`config.mk`:
```
export PLATFORM = sky130hd
export DESIGN_NAME = bfd_fir_cell
export DESIGN_NICKNAME = d
export VERILOG_FILES = /design/src/rtl/bfd_pkg.sv /design/src/rtl/bfd_fir_cell.sv
export SDC_FILE = /design/constraint.sdc
export NUM_CORES = 1
export LEC_CHECK = 0
export ABC_AREA = 1
export BUFFER_PORTS_ARGS = -buffer_cell sky130_fd_sc_hd__buf_2
export CORE_ASPECT_RATIO = 1.4
export CORE_MARGIN = 10
export CORE_UTILIZATION = 43
export DETAILED_ROUTE_END_ITERATION = 10
export GPL_TIMING_DRIVEN = 0
export SETUP_SLACK_MARGIN = 0.02
export SLEW_MARGIN = 10
export SYNTH_ARGS = -nofsm -noshare
export SYNTH_HDL_FRONTEND = slang
export SYNTH_SLANG_ARGS = --single-unit
```
`constraint.sdc`:
```
create_clock -name clk_i -period 0.9 [get_ports clk_i]
set_input_delay 0.045 -clock clk_i [delete_from_list [all_inputs] [get_ports clk_i]]
set_output_delay 0.045 -clock clk_i [all_outputs]
set_load 0.02 [all_outputs]
```
`src/rtl/bfd_pkg.sv`:
```
package bfd_pkg;

  localparam int CoefBits = 18;
  localparam int NumCoefs = 103;
  localparam int OutBits = 21;
  localparam int ThreshBits = 20;
  localparam int OutFrac = 8;
  localparam logic [ThreshBits-1:0] ThreshReset = 20'd95325;

  typedef logic signed [CoefBits-1:0] coef_t;
  typedef logic signed [OutBits-1:0] out_t;

  // Band-pass coefficients, signed Q1.17, symmetric around the center tap.
  localparam coef_t Coefs [NumCoefs] = '{
    -18'sd73, 18'sd794, -18'sd1656, 18'sd1489, -18'sd104, -18'sd827, 18'sd199, 18'sd631,
    -18'sd161, -18'sd590, 18'sd116, 18'sd603, -18'sd67, -18'sd646, 18'sd14, 18'sd703,
    18'sd48, -18'sd770, -18'sd123, 18'sd846, 18'sd212, -18'sd928, -18'sd318, 18'sd1013,
    18'sd446, -18'sd1099, -18'sd599, 18'sd1186, 18'sd784, -18'sd1273, -18'sd1006,
    18'sd1359, 18'sd1273, -18'sd1441, -18'sd1599, 18'sd1519, 18'sd2003, -18'sd1591,
    -18'sd2516, 18'sd1657, 18'sd3192, -18'sd1714, -18'sd4134, 18'sd1763, 18'sd5563,
    -18'sd1801, -18'sd8057, 18'sd1829, 18'sd13734, -18'sd1846, -18'sd41663, 18'sd67387,
    -18'sd41663, -18'sd1846, 18'sd13734, 18'sd1829, -18'sd8057, -18'sd1801, 18'sd5563,
    18'sd1763, -18'sd4134, -18'sd1714, 18'sd3192, 18'sd1657, -18'sd2516, -18'sd1591,
    18'sd2003, 18'sd1519, -18'sd1599, -18'sd1441, 18'sd1273, 18'sd1359, -18'sd1006,
    -18'sd1273, 18'sd784, 18'sd1186, -18'sd599, -18'sd1099, 18'sd446, 18'sd1013,
    -18'sd318, -18'sd928, 18'sd212, 18'sd846, -18'sd123, -18'sd770, 18'sd48, 18'sd703,
    18'sd14, -18'sd646, -18'sd67, 18'sd603, 18'sd116, -18'sd590, -18'sd161, 18'sd631,
    18'sd199, -18'sd827, -18'sd104, 18'sd1489, -18'sd1656, 18'sd794, -18'sd73
  };

endpackage

```
`src/rtl/bfd_fir_cell.sv`:
```
// One cell of the transposed FIR chain: multiply the broadcast sample by the
// tap coefficient, add the partial sum from the previous cell, register it.
module bfd_fir_cell #(
  parameter int SampleBits = 10,
  parameter int AccBits = 40
) (
  input  logic                      clk_i,
  input  logic                      rst_ni,
  input  logic                      en_i,
  input  logic [SampleBits-1:0]     sample_i,
  input  bfd_pkg::coef_t            coef_i,
  input  logic signed [AccBits-1:0] sum_i,
  output logic signed [AccBits-1:0] sum_o
);

  logic signed [SampleBits+bfd_pkg::CoefBits:0] prod;
  logic signed [AccBits-1:0] sum_d, sum_q;

  // Sample is unsigned, so a zero bit is prepended before the signed multiply.
  assign prod = $signed({1'b0, sample_i}) * coef_i;
  assign sum_d = sum_i + AccBits'(prod);

  // Partial sums reset to zero, which matches a zero-filled delay line.
  always_ff @(posedge clk_i or negedge rst_ni) begin
    if (!rst_ni) begin
      sum_q <= '0;
    end else if (en_i) begin
      sum_q <= sum_d;
    end
  end

  assign sum_o = sum_q;

endmodule

```
* Word level (Yosys, flattened, before mapping)
Index checks and enable logic that the tools add are counted.
** Cells by class
- Add/subtract/negate cells :: 1
- $mul :: 1
** Operator list (number)
- $add 40x29->40 :: 1
- $mul 11x18->29 :: 1
** Word-level totals
- Bits in registers :: 40
- Input bits :: 71
- Output and inout port bits :: 40
- Logic and storage cells :: 3

* Depth between registers and ports, before layout
Gate-level depths: netlist of the first run.
- Word-level depth :: 2
- Gate-level depth with buffers :: 27
- Mapped depth without buffers :: 25

* Worst setup path after synthesis of the first run
OpenSTA, ideal clock, no wires.
- Kind :: input-to-reg
- Start :: input sample_i[7]
- End :: register sum_q[36], in the netlist sum_o[36]
- Setup time :: 0.117 ns
- Arrival time :: 4.666 ns
- Data required time :: 0.783 ns
- Slack :: -3.883 ns
- Cell stages on the path :: 20
- Path buffers :: 2
- Cell sequence :: clkbuf_1 clkbuf_1 nand2_1 fa_1 fa_1 fa_1 inv_1 fa_1 inv_1 fa_1 inv_1 ha_1 a21oi_1 nor2_1 o21ai_0 nand2_1 a21oi_1 nand3_1 nand3_1 nand2_1
** Between the ends
- Cells in the longest elaborated chain, start to end :: 2
** RTL lines
- start: declaration :: line bfd_fir_cell.sv:10 : input logic [SampleBits-1:0] sample_i,
- $mul 11x18->29 :: line bfd_fir_cell.sv:20 : assign prod = $signed({1'b0, sample_i}) * coef_i;
- $add 40x29->40 :: line bfd_fir_cell.sv:21 : assign sum_d = sum_i + AccBits'(prod);
- end signal: assignment :: line bfd_fir_cell.sv:28 : sum_q <= sum_d;
- end: declaration :: line bfd_fir_cell.sv:17 : logic signed [AccBits-1:0] sum_d, sum_q;
Every way passes these cells.
A chain may end at the register's enable or synchronous reset.

* Worst setup path after layout of the first run
- Start :: input sample_i[2]
- End :: register sum_q[27], in the netlist sum_o[27]
Same word-level chain as after synthesis.

==> out/summary.log, run 1 <==
INFO  outcome        outcome=finished with violations
INFO  outcome        violated_checks=hold timing, setup timing
INFO  detailed_routing via_per_inst=4.71
INFO  logic_synthesis netlist.area_leader.share=0.390
INFO  logic_synthesis synth_seq_area_share=0.0851
INFO  floorplanning  chipHeight=216um
INFO  detailed_routing drc_errors=0
INFO  clocking       clock_tree_root=sky130_fd_sc_hd__clkbuf_16
INFO  detailed_routing drt_iter0_drc=380
INFO  sta            timing.fmax=234MHz
INFO  worst_setup_path critical_path.slowest_cell=sky130_fd_sc_hd__fa_2
INFO  logic_synthesis synth.area.top_cells=sky130_fd_sc_hd__fa_1, sky130_fd_sc_hd__inv_1, sky130_fd_sc_hd__nand2_1
INFO  detailed_routing antenna_violating_nets_post_route=0
INFO  logic_synthesis post_synth_num_cell_types=30
INFO  logic_synthesis mapped_cell_area=11800um^2
INFO  placement      gpl.final_weighted_congestion=0.867
INFO  cells_and_area final_net_count=2171
INFO  clocking       clk_transition_reported_paths=0.06ns
INFO  cells_and_area largest_reg_flops=40
INFO  global_route   number_of_antenna_violations_at_the_first_check_in_global_routing=0
INFO  clocking       tritoncts.num_buffers=5
INFO  sta            timing_max_transition_violations_final=0
INFO  global_route   grt_first_pass_wirelength=56.8mm
INFO  cells_and_area multi_input_comb_area=10700um^2
INFO  cells_and_area layout-area-overhead-vs-synth=39.3%
INFO  sta            worst_clock_skew=0ns
INFO  floorplanning  io_pins=111
INFO  logic_synthesis synth-edff-count=0
INFO  sta            layout_worst_path_cycle_share=4.74
INFO  cells_and_area n_fill_cell=2373
INFO  cells_and_area share_of_final_layout_standard_cells_stronger_than_drive_strength_1=0.348
INFO  hold_path      worst_hold_path_type=in2async
INFO  worst_setup_path arrival=4.44ns
INFO  clocking       cts.sinks=40
INFO  detailed_routing vias=10127
INFO  clocking       cts_tree=yes
INFO  detailed_routing drt-wirelength-per-cell=16.2um
INFO  worst_setup_path critical_path.max_stage_delay=0.53ns
INFO  placement      pre_cts_slack=-4.13ns
INFO  worst_setup_path critical_path.endpoint_type=flip-flop
INFO  sta            timing.slew.headroom=0.407
INFO  worst_setup_path timing.critical_path.from_type=primary input
INFO  global_route   grtUsageTotal=0.204
INFO  placement      dp.final_hpwl=28.6mm
INFO  logic_synthesis synthesis.instances=1608
INFO  floorplanning  initial_utilization=0.437
INFO  floorplanning  fp.dieArea=34500um^2
INFO  detailed_routing detailedRoute.firstPassIterationCount=4
INFO  placement      port_buffers=81
INFO  sta            hold_viol_final=40
INFO  sta            worst_pin_slew=0.889ns
INFO  job            max_cap_viol_count=0
INFO  worst_setup_path required=1.07ns
INFO  logic_synthesis asyncSetResetFlopFracSynth=1.00
INFO  sta            grt_setup_unrepaired=true
INFO  sta            worst_hold_slack=-0.124ns
INFO  sta            setup_viol=39
INFO  global_route   grt_start_max_net_pins=41
INFO  sta            finalWorstSetupSlack=-3.37ns
INFO  logic_synthesis synth.largest_area_cell=sky130_fd_sc_hd__fa_1
INFO  logic_synthesis postSynth.topFlopCell=sky130_fd_sc_hd__dfrtp_1
INFO  clocking       cts.htree.levels=2
INFO  logic_synthesis syn-mean-instance-area=7.31um^2
INFO  cells_and_area ff_latch_area=1000um^2
INFO  floorplanning  floorplan.core_area=26900um^2
INFO  logic_synthesis synth_most_common_cell=sky130_fd_sc_hd__inv_1
INFO  cells_and_area final_core_util=0.609
INFO  clocking       clk-insertion-delay-late=0.29ns
INFO  worst_setup_path crit_fanout=6
INFO  cells_and_area antennaDiodeCount=0
INFO  sta            shortest_clock_period_the_worst_path_allows_after_layout=4.27ns
INFO  logic_synthesis synthesis.yosys.warnings=0
INFO  clocking       maximum_number_of_buffers_from_clock_root_to_sink=2
INFO  logic_synthesis mappedNetlistNets=1993
INFO  worst_setup_path worstSetupPathType=in2reg
INFO  floorplanning  die_w=160um
INFO  logic_synthesis synth_common_cells=sky130_fd_sc_hd__inv_1, sky130_fd_sc_hd__nand2_1, sky130_fd_sc_hd__fa_1, sky130_fd_sc_hd__ha_1, sky130_fd_sc_hd__nor2_1
INFO  detailed_routing wirelength=35.0mm
INFO  floorplanning  core.rowCount=71
INFO  logic_synthesis synth.ff_latch_count=40
INFO  global_route   grt_overflow=0
INFO  global_route   vias_in_the_first_global_route=11239
cells by family after synthesis:
| group | count (synthesis) | synth area share |
|---|---|---|
| XOR/XNOR | 21 | 0.0156 |
| flip-flops | 40 | 0.0851 |
| AO/OA/AOI/OAI | 72 | 0.0332 |
| buffers and inverters | 549 | 0.176 |
| AND/OR/NAND/NOR | 612 | 0.210 |
| adder cells (fa/ha/maj) | 314 | 0.480 |
metal layers:
layer  wire length (um)  part of all wire  vias up  track usage
met4               1470             0.042        0       0.0762
met2              20600              0.59      171        0.420
met5                  0                 0        -            0
met1              12200              0.35     5012        0.205
li1                   -                 -     4880            -
met3                641             0.018       64       0.0143
repair_timing:
item,CTS,global route
hold endpoints to repair,40,40
gates resized for setup,250,188
buffers inserted,60,28
endpoints found under the setup margin,57,78
cloned,3,0
pin swaps,142,126
metrics by stage:
stage / std cells / hold slack [ns] / setup TNS, ns / cell area [um^2]
5_1_grt: 2152 / -0.0433 / -120.62 / 16400
2_1_floorplan: 1608 / -0.251 / -114.29 / 13000
3_3_place_gp: 2054 / 0.209 / -138.58 / 13800
3_5_place_dp: 2054 / 0.213 / -138.73 / 13800
4_1_cts: 2125 / -0.0868 / -114.55 / 15500
6_report: 2152 / -0.124 / -115.46 / 16400
critical path, delay by kind of cell:
family                     cells  cell delay (ns)
adders and majority gates      6             2.83
buffers and inverters          8             0.65
and+or+nand+nor               12             0.89
cells in the final DEF (no fill, tap or decap), types with 5 or more instances in the layout:
master,count
sky130_fd_sc_hd__a21oi_4,14
sky130_fd_sc_hd__buf_6,51
sky130_fd_sc_hd__buf_12,8
sky130_fd_sc_hd__dfrtp_1,40
sky130_fd_sc_hd__or2_1,6
sky130_fd_sc_hd__ha_1,39
sky130_fd_sc_hd__a21oi_2,18
sky130_fd_sc_hd__fa_1,206
sky130_fd_sc_hd__o21ai_1,20
sky130_fd_sc_hd__nor2_2,12
sky130_fd_sc_hd__ha_4,45
sky130_fd_sc_hd__nor2_1,24
sky130_fd_sc_hd__nand3b_1,5
sky130_fd_sc_hd__a21oi_1,5
sky130_fd_sc_hd__nand3_1,22
sky130_fd_sc_hd__o21bai_1,5
sky130_fd_sc_hd__inv_2,63
sky130_fd_sc_hd__buf_2,44
sky130_fd_sc_hd__nand2_2,97
sky130_fd_sc_hd__fa_2,23
sky130_fd_sc_hd__clkbuf_4,14
sky130_fd_sc_hd__xnor2_1,7
sky130_fd_sc_hd__nand3_2,21
sky130_fd_sc_hd__buf_4,67
sky130_fd_sc_hd__nand2_4,49
sky130_fd_sc_hd__buf_8,5
sky130_fd_sc_hd__clkinvlp_4,5
sky130_fd_sc_hd__nor2_4,25
sky130_fd_sc_hd__clkbuf_1,5
sky130_fd_sc_hd__nand3_4,9
sky130_fd_sc_hd__xnor2_2,6
sky130_fd_sc_hd__clkbuf_16,22
sky130_fd_sc_hd__nand2_1,332
sky130_fd_sc_hd__inv_1,434
worst paths after layout:
check                             from        end  slack (ns)  cells past startpoint
max                        sample_i[2]  sum_o[27]       -3.37                     26
min                             rst_ni   sum_o[1]       -0.12                      1
max reg2reg                  sum_o[13]  sum_o[13]        0.12                      3
min reg2reg                  sum_o[25]  sum_o[25]        0.48                      2
max in group asynchronous       rst_ni  sum_o[23]        0.46                      1
min in group clk_i            sum_i[0]   sum_o[0]        0.15                      4
final cells by class:
type                            count  share of cell area
Timing Repair inverter              2            0.000916
Clock buffer                        6             0.00848
Inverter                          503               0.116
Timing Repair Buffer              169              0.0910
Multi-Input combinational cell   1019               0.654
Buffer                             46              0.0384
Sequential cell                    40              0.0611
Tap cell                          365              0.0279
Clock inverter                      2             0.00237
Power of run 1 is left out: the tool's default activity adds up to more than one toggle a clock period on the data nets, which glitch-free logic cannot reach.
==> run 2, diff against run 1 <==
--- a/config.mk
+++ b/config.mk
@@ -11,3 +11,3 @@
 export CORE_MARGIN = 10
-export CORE_UTILIZATION = 43
+export CORE_UTILIZATION = 30
 export DETAILED_ROUTE_END_ITERATION = 10
==> constraint.sdc (replaced) <==
create_clock -name clk_i -period 0.9 [get_ports clk_i]
set_input_delay 0.225 -clock clk_i [delete_from_list [all_inputs] [get_ports clk_i]]
set_output_delay 0.225 -clock clk_i [all_outputs]
set_load 0.02 [all_outputs]
==> run 2 against run 1 <==
Against the previous run:
- final area is essentially flat
- non-clock buffer count grew 7
- critical path depth shrank 4
- the flow finishes with violations (setup timing)
- core utilization shrank 18 points
- register-to-register slack lost 0.07 ns
- global-route usage shrank 5.0 points
- sequential share of layout area is essentially flat
==> out/summary.log, run 2 (synthesis gave the netlist of run 1 again) <==
INFO  outcome        outcome=finished with violations
INFO  outcome        violated_checks=setup timing
INFO  detailed_routing vias=10334 [+2.0%]
INFO  sta            timing_max_transition_violations_final=0 [unchanged]
INFO  global_route   grtUsageTotal=0.154 [-0.0497]
INFO  floorplanning  fp.dieArea=47600um^2 [+38%]
INFO  placement      dp.final_hpwl=29.6mm [+3.7%]
INFO  clocking       clk_transition_reported_paths=0.06ns [about the same]
INFO  sta            tns=-126.61ns [-11.15 ns]
INFO  sta            worst_pin_slew=0.881ns [-0.00827 ns]
INFO  global_route   vias_in_the_first_global_route=11454 [+1.9%]
INFO  worst_setup_path timing.critical_path.cells=clkbuf_16 > clkbuf_16 > nand2_4 > fa_1 > inv_2 > fa_1 > fa_1 > fa_1 > inv_1 > fa_1 > inv_2 > ha_4 > nand2_4 > inv_4 > a21oi_4 > inv_2 > a21oi_4 > nand2_4 > nand2_2 > nand3_1 > nand3_2 > nand2_1
INFO  global_route   grt_first_pass_wirelength=58.8mm [+3.7%]
INFO  global_route   number_of_antenna_violations_at_the_first_check_in_global_routing=0 [unchanged]
INFO  sta            worst_hold_slack=0.0626ns [+0.187 ns]
INFO  worst_setup_path timing.critical_path.from_type=primary input
INFO  clocking       post_cts_hold_buffer_count=0
INFO  cells_and_area final_net_count=2178 [+0.32%]
INFO  detailed_routing drt_iter0_drc=435 [+14%]
INFO  clocking       clk-insertion-delay-late=0.28ns [about the same]
INFO  clocking       cts.sinks=40 [unchanged]
INFO  floorplanning  floorplan.core_area=38600um^2 [+43%]
INFO  worst_setup_path crit_path_frequent_cell=sky130_fd_sc_hd__fa_1
INFO  clocking       maximum_number_of_buffers_from_clock_root_to_sink=2 [unchanged]
INFO  sta            layout_worst_path_cycle_share=4.92 [+0.175]
INFO  floorplanning  io_pins=111 [unchanged]
INFO  global_route   grt_overflow=0 [unchanged]
INFO  sta            worst_clock_skew=0ns [unchanged]
INFO  cells_and_area antennaDiodeCount=0 [unchanged]
INFO  cells_and_area layout_commonest_cell=sky130_fd_sc_hd__inv_1
INFO  floorplanning  die_w=187um [+17%]
INFO  worst_setup_path required=1.06ns [about the same]
INFO  worst_setup_path critical_path.endpoint_type=flip-flop
INFO  sta            timing.slew.headroom=0.413 [+0.00551]
INFO  worst_setup_path critical_path.max_stage_delay=0.55ns [+0.02 ns]
INFO  detailed_routing wirelength=36.4mm [+4.3%]
INFO  floorplanning  core.rowCount=85 [+20%]
INFO  detailed_routing drt-wirelength-per-cell=15.7um [-3.1%]
INFO  sta            timing.fmax=226MHz [-3.6%]
INFO  clocking       cts_tree=yes
INFO  floorplanning  initial_utilization=0.305 [-0.132]
INFO  global_route   grt_start_max_net_pins=41 [unchanged]
INFO  sta            finalWorstSetupSlack=-3.52ns [-0.158 ns]
INFO  detailed_routing antenna_violating_nets_post_route=0 [unchanged]
INFO  hold_path      worst_hold_path_type=in2async
INFO  sta            grt_setup_unrepaired=true
INFO  clocking       cts.htree.levels=2 [unchanged]
INFO  placement      gpl.final_weighted_congestion=0.926 [+6.7%]
INFO  job            max_cap_viol_count=0 [unchanged]
INFO  cells_and_area largest_reg_flops=40 [unchanged]
INFO  worst_setup_path crit_fanout=7 [+1]
INFO  cells_and_area layout-area-overhead-vs-synth=39.2% [about the same]
INFO  sta            shortest_clock_period_the_worst_path_allows_after_layout=4.42ns [+0.158 ns]
INFO  floorplanning  chipHeight=254um [+18%]
INFO  sta            setup_viol=79 [+100%]
INFO  cells_and_area most_frequent_cells_in_the_layout=sky130_fd_sc_hd__inv_1, sky130_fd_sc_hd__nand2_1, sky130_fd_sc_hd__fa_1, sky130_fd_sc_hd__nand2_2, sky130_fd_sc_hd__buf_4
INFO  worst_setup_path worstSetupPathType=in2reg
INFO  detailed_routing via_per_inst=4.46 [-5.2%]
INFO  cells_and_area share_of_final_layout_standard_cells_stronger_than_drive_strength_1=0.342 [-0.00526]
INFO  worst_setup_path critical_path.slowest_cell=sky130_fd_sc_hd__fa_1
INFO  clocking       tritoncts.num_buffers=5 [unchanged]
INFO  detailed_routing detailedRoute.firstPassIterationCount=5 [+1]
INFO  cells_and_area n_fill_cell=3836 [+62%]
INFO  worst_setup_path arrival=4.59ns [+0.15 ns]
INFO  placement      port_buffers=81 [unchanged]
INFO  clocking       clock_tree_root=sky130_fd_sc_hd__clkbuf_16
INFO  detailed_routing drc_errors=0 [unchanged]
INFO  sta            hold_viol_final=0 [-100%]
run 2: cell types whose count changed in the layout (fill, tap and decap cells not counted), moves of 6 or more:
cell	change
sky130_fd_sc_hd__buf_4	+8
sky130_fd_sc_hd__clkbuf_8	+8
sky130_fd_sc_hd__a21oi_2	+7
sky130_fd_sc_hd__a21oi_4	-7
sky130_fd_sc_hd__nand2_1	+7
sky130_fd_sc_hd__nor2_1	+6
sky130_fd_sc_hd__nor2_4	-6
run 2: area by class of cell:
type	instances	area (um^2)	share of cell area
well taps	522	653	0.0399
flip-flops and latches	40	1000	0.0611
multi-input cells	1019	10400	0.636
clock inverters	3	42.5	0.00260
repair inverters	2	15.0	0.000917
inverters	503	1910	0.117
plain buffers	46	689	0.0421
repair buffers	176	1530	0.0932
clock buffers	5	125	0.00764
run 2: worst paths after layout:
| kind | from | endpoint | slack (ns) | cells after the start |
|---|---|---|---|---|
| setup / recovery | sample_i[6] | sum_o[35] | -3.52 | 22 |
| hold / removal | rst_ni | sum_o[9] | 0.06 | 1 |
| setup reg to reg | sum_o[35] | sum_o[35] | 0.05 | 4 |
| hold reg to reg | sum_o[33] | sum_o[33] | 0.50 | 2 |
| max in group asynchronous | rst_ni | sum_o[27] | 0.28 | 1 |
| min in group clk_i | sum_i[0] | sum_o[0] | 0.26 | 4 |
run 2: per-layer routing:
metal,GRT usage,part of all wire,vias to the layer above
li1,-,-,4886
met1,0.152,0.34,5128
met2,0.312,0.57,229
met3,0.0134,0.029,91
met4,0.0806,0.056,0
met5,0,0,-
run 2: through the flow:
stage | setup slack (ns) | cells | utilization | cell area, um^2
after floorplan | -3.54 | 1608 | - | 13000
after global placement | -4.23 | 2211 | 0.364 | 14100
after detailed placement | -4.29 | 2211 | 0.364 | 14100
after CTS | -3.47 | 2293 | 0.407 | 15700
after global routing | -3.74 | 2316 | 0.424 | 16400
final | -3.52 | 2316 | 0.424 | 16400
run 2: worst max-delay path, delay by kind of cell:
| family | cells | cell delay [ns] |
|---|---|---|
| AO/OA/AOI/OAI | 2 | 0.31 |
| buffers and inverters | 7 | 0.54 |
| AND/OR/NAND/NOR | 7 | 0.63 |
| adder cells (fa/ha/maj) | 6 | 2.88 |
run 2: what timing repair did:
action,4_1_cts,5_1_grt
setup buffers,69,24
resized for setup,257,137
pin swaps,113,137
endpoints found under the setup margin,79,79
gates cloned,5,0
Power of run 2 is left out for the same reason.
==> run 3, diff against run 2 <==
- CTS_BUF_LIST: default -> sky130_fd_sc_hd__clkbuf_4 sky130_fd_sc_hd__clkbuf_8
==> run 3 against run 2 <==
Against the previous run:
- the run still ends with setup timing left
- core utilization rose by 0.40 points
- critical path depth unchanged
- cell count is 0.52% higher
- first-iteration DRC count decreased by 5.3%
- wire length is 1.3% higher
- final area increased by 0.93%
- clock-buffer cell count is the same
- critical path type unchanged
- critical endpoint unchanged
==> out/summary.log, run 3 (synthesis gave the netlist of run 1 again) <==
INFO  sta            tns=-127.94ns [-1.33 ns]
INFO  clocking       clk-insertion-delay-late=0.30ns [+0.02 ns]
INFO  clocking       cts_tree=yes
INFO  sta            finalWorstSetupSlack=-3.53ns [-0.00107 ns]
INFO  worst_setup_path arrival=4.61ns [+0.02 ns]
INFO  cells_and_area n_fill_cell=3826 [-0.26%]
INFO  worst_setup_path critical_path.endpoint_type=flip-flop
INFO  floorplanning  floorplan.core_area=38600um^2 [unchanged]
INFO  worst_setup_path r2r_end=sum_o[35]
INFO  global_route   grt_first_pass_wirelength=58.9mm [+0.14%]
INFO  cells_and_area most_frequent_cells_in_the_layout=sky130_fd_sc_hd__inv_1, sky130_fd_sc_hd__nand2_1, sky130_fd_sc_hd__fa_1, sky130_fd_sc_hd__nand2_2, sky130_fd_sc_hd__buf_4
INFO  cells_and_area antennaDiodeCount=0 [unchanged]
INFO  floorplanning  fp.dieArea=47600um^2 [unchanged]
INFO  worst_setup_path reg2regPathDepth=4 [unchanged]
INFO  detailed_routing wl_met3=1.04mm [-0.95%]
INFO  outcome        outcome=finished with violations
INFO  sta            timing.fmax=226MHz [about the same]
INFO  worst_setup_path crit_fanout=8 [+1]
INFO  floorplanning  die_w=187um [unchanged]
INFO  detailed_routing detailedRoute.firstPassIterationCount=5 [unchanged]
INFO  cells_and_area post-route-cell-area=16500um^2 [+0.93%]
INFO  detailed_routing drc_errors=0 [unchanged]
INFO  global_route   grtUsageTotal=0.155 [about the same]
INFO  floorplanning  initial_utilization=0.305 [unchanged]
INFO  detailed_routing vias=10460 [+1.2%]
INFO  clocking       cts.sinks=40 [unchanged]
INFO  detailed_routing via_per_inst=4.49 [+0.70%]
INFO  cells_and_area largest_reg_flops=40 [unchanged]
INFO  detailed_routing wirelength=36.9mm [+1.3%]
INFO  sta            worst_hold_slack=0.0389ns [-0.0238 ns]
INFO  placement      gpl.final_weighted_congestion=0.926 [unchanged]
INFO  clocking       clock_tree_root=sky130_fd_sc_hd__clkbuf_8
INFO  sta            layout_worst_path_cycle_share=4.92 [about the same]
INFO  placement      cell_area_after_placement=14100um^2 [unchanged]
INFO  detailed_routing detail_route.wirelength.met1=12.7mm [+1.3%]
INFO  cells_and_area final_net_count=2190 [+0.55%]
INFO  sta            worst_pin_slew=0.878ns [-0.00286 ns]
INFO  global_route   number_of_antenna_violations_at_the_first_check_in_global_routing=0 [unchanged]
INFO  cells_and_area share_of_final_layout_standard_cells_stronger_than_drive_strength_1=0.352 [+0.00991]
INFO  worst_setup_path r2r_slack=0.05ns [about the same]
INFO  placement      port_buffers=81 [unchanged]
INFO  detailed_routing drt-wirelength-per-cell=15.9um [+0.78%]
INFO  sta            hold_viol_final=0 [unchanged]
INFO  detailed_routing met2_routed_wirelength=21.1mm [+1.5%]
INFO  cells_and_area ff_latch_area=1000um^2 [unchanged]
INFO  placement      pre_cts_slack=-4.29ns [unchanged]
INFO  global_route   vias_in_the_first_global_route=11535 [+0.71%]
INFO  floorplanning  io_pins=111 [unchanged]
INFO  detailed_routing antenna_violating_nets_post_route=0 [unchanged]
INFO  detailed_routing top_layer=met4
INFO  worst_setup_path required=1.08ns [+0.02 ns]
INFO  sta            timing.slew.headroom=0.415 [+0.00190]
INFO  placement      dp.final_hpwl=29.6mm [unchanged]
INFO  clocking       maximum_number_of_buffers_from_clock_root_to_sink=2 [unchanged]
INFO  sta            grt_setup_unrepaired=true
INFO  detailed_routing drt_iter0_drc=412 [-5.3%]
INFO  worst_setup_path critical_path.reg2reg.startpoint=sum_o[35]
INFO  worst_setup_path worstSetupPathType=in2reg
INFO  cells_and_area multi_input_comb_area=10500um^2 [+1.0%]
INFO  clocking       post_cts_hold_buffer_count=0 [unchanged]
INFO  outcome        violated_checks=setup timing
INFO  cells_and_area layout_commonest_cell=sky130_fd_sc_hd__inv_1
INFO  hold_path      worst_hold_path_type=in2async
INFO  floorplanning  core.rowCount=85 [unchanged]
INFO  worst_setup_path timing.critical_path.from_type=primary input
INFO  clocking       clk_transition_reported_paths=0.09ns [+0.03 ns]
INFO  sta            setup_viol=79 [unchanged]
INFO  global_route   grt_start_max_net_pins=41 [unchanged]
INFO  clocking       tritoncts.num_buffers=5 [unchanged]
INFO  job            max_cap_viol_count=0 [unchanged]
INFO  clocking       cts.htree.levels=2 [unchanged]
INFO  sta            worst_clock_skew=0ns [unchanged]
INFO  global_route   grt_overflow=0 [unchanged]
INFO  sta            shortest_clock_period_the_worst_path_allows_after_layout=4.43ns [+0.00107 ns]
INFO  sta            timing_max_transition_violations_final=0 [unchanged]
INFO  cells_and_area layout-area-overhead-vs-synth=40.5%
INFO  floorplanning  chipHeight=254um [unchanged]
## run 3: changes by cell type in the layout (fill, tap and decap cells not counted), sizes merged
cell / delta
buf: +13
clkbuf: -1
## run 3: critical path, cell delays in order
cell and delay [ns]:
sky130_fd_sc_hd__clkbuf_16 0.12, sky130_fd_sc_hd__clkbuf_16 0.17, sky130_fd_sc_hd__nand2_4 0.05, sky130_fd_sc_hd__fa_1 0.54
sky130_fd_sc_hd__inv_2 0.04, sky130_fd_sc_hd__fa_1 0.48, sky130_fd_sc_hd__fa_1 0.51, sky130_fd_sc_hd__fa_1 0.53
sky130_fd_sc_hd__inv_1 0.06, sky130_fd_sc_hd__fa_1 0.50, sky130_fd_sc_hd__inv_2 0.05, sky130_fd_sc_hd__ha_4 0.28
sky130_fd_sc_hd__nand2_4 0.12, sky130_fd_sc_hd__inv_2 0.05, sky130_fd_sc_hd__a21oi_4 0.16, sky130_fd_sc_hd__inv_2 0.08
sky130_fd_sc_hd__a21oi_4 0.18, sky130_fd_sc_hd__nand2_4 0.10, sky130_fd_sc_hd__nand2_2 0.10, sky130_fd_sc_hd__nand3_1 0.09
sky130_fd_sc_hd__nand3_2 0.11, sky130_fd_sc_hd__nand2_1 0.06
## run 3: per-layer routing
metal  vias up  GRT usage
li1       4907          -
met1      5220      0.153
met2       235      0.310
met3        98     0.0134
met4         0     0.0836
met5         -          0
## run 3: timing repair
item                                    4_1_cts  5_1_grt
resized for setup                           259      165
endpoints found under the setup margin       79       80
buffers inserted                             73       33
pin swaps                                   113      135
cloned                                        4        0
## run 3: through the flow
stage          instances  utilization
2_1_floorplan       1608            -
3_3_place_gp        2211        0.364
3_5_place_dp        2211        0.364
4_1_cts             2296        0.408
5_1_grt             2328        0.428
6_report            2328        0.428
## run 3: worst max-delay path by stage
stage / startpoint / to / slack [ns] / cells after the start
after CTS: sample_i[4] / sum_o[35] / -3.45 / 26
final: sample_i[5] / sum_o[35] / -3.53 / 22
after global routing: coef_i[17] / sum_o[35] / -3.71 / 20
after floorplan: coef_i[17] / sum_o[34] / -3.54 / 22
after detailed placement: sample_i[8] / sum_o[35] / -4.29 / 27
after global placement: sample_i[8] / sum_o[35] / -4.23 / 27
## run 3: cell type report
type | instances | share of cell area
plain buffers | 46 | 0.0423
clock buffers | 5 | 0.00416
multi-input cells | 1019 | 0.636
inverters | 503 | 0.116
clock inverters | 3 | 0.00257
well taps | 522 | 0.0395
flip-flops and latches | 40 | 0.0606
repair inverters | 2 | 0.000909
repair buffers | 188 | 0.0983
Power of run 3 is left out for the same reason.
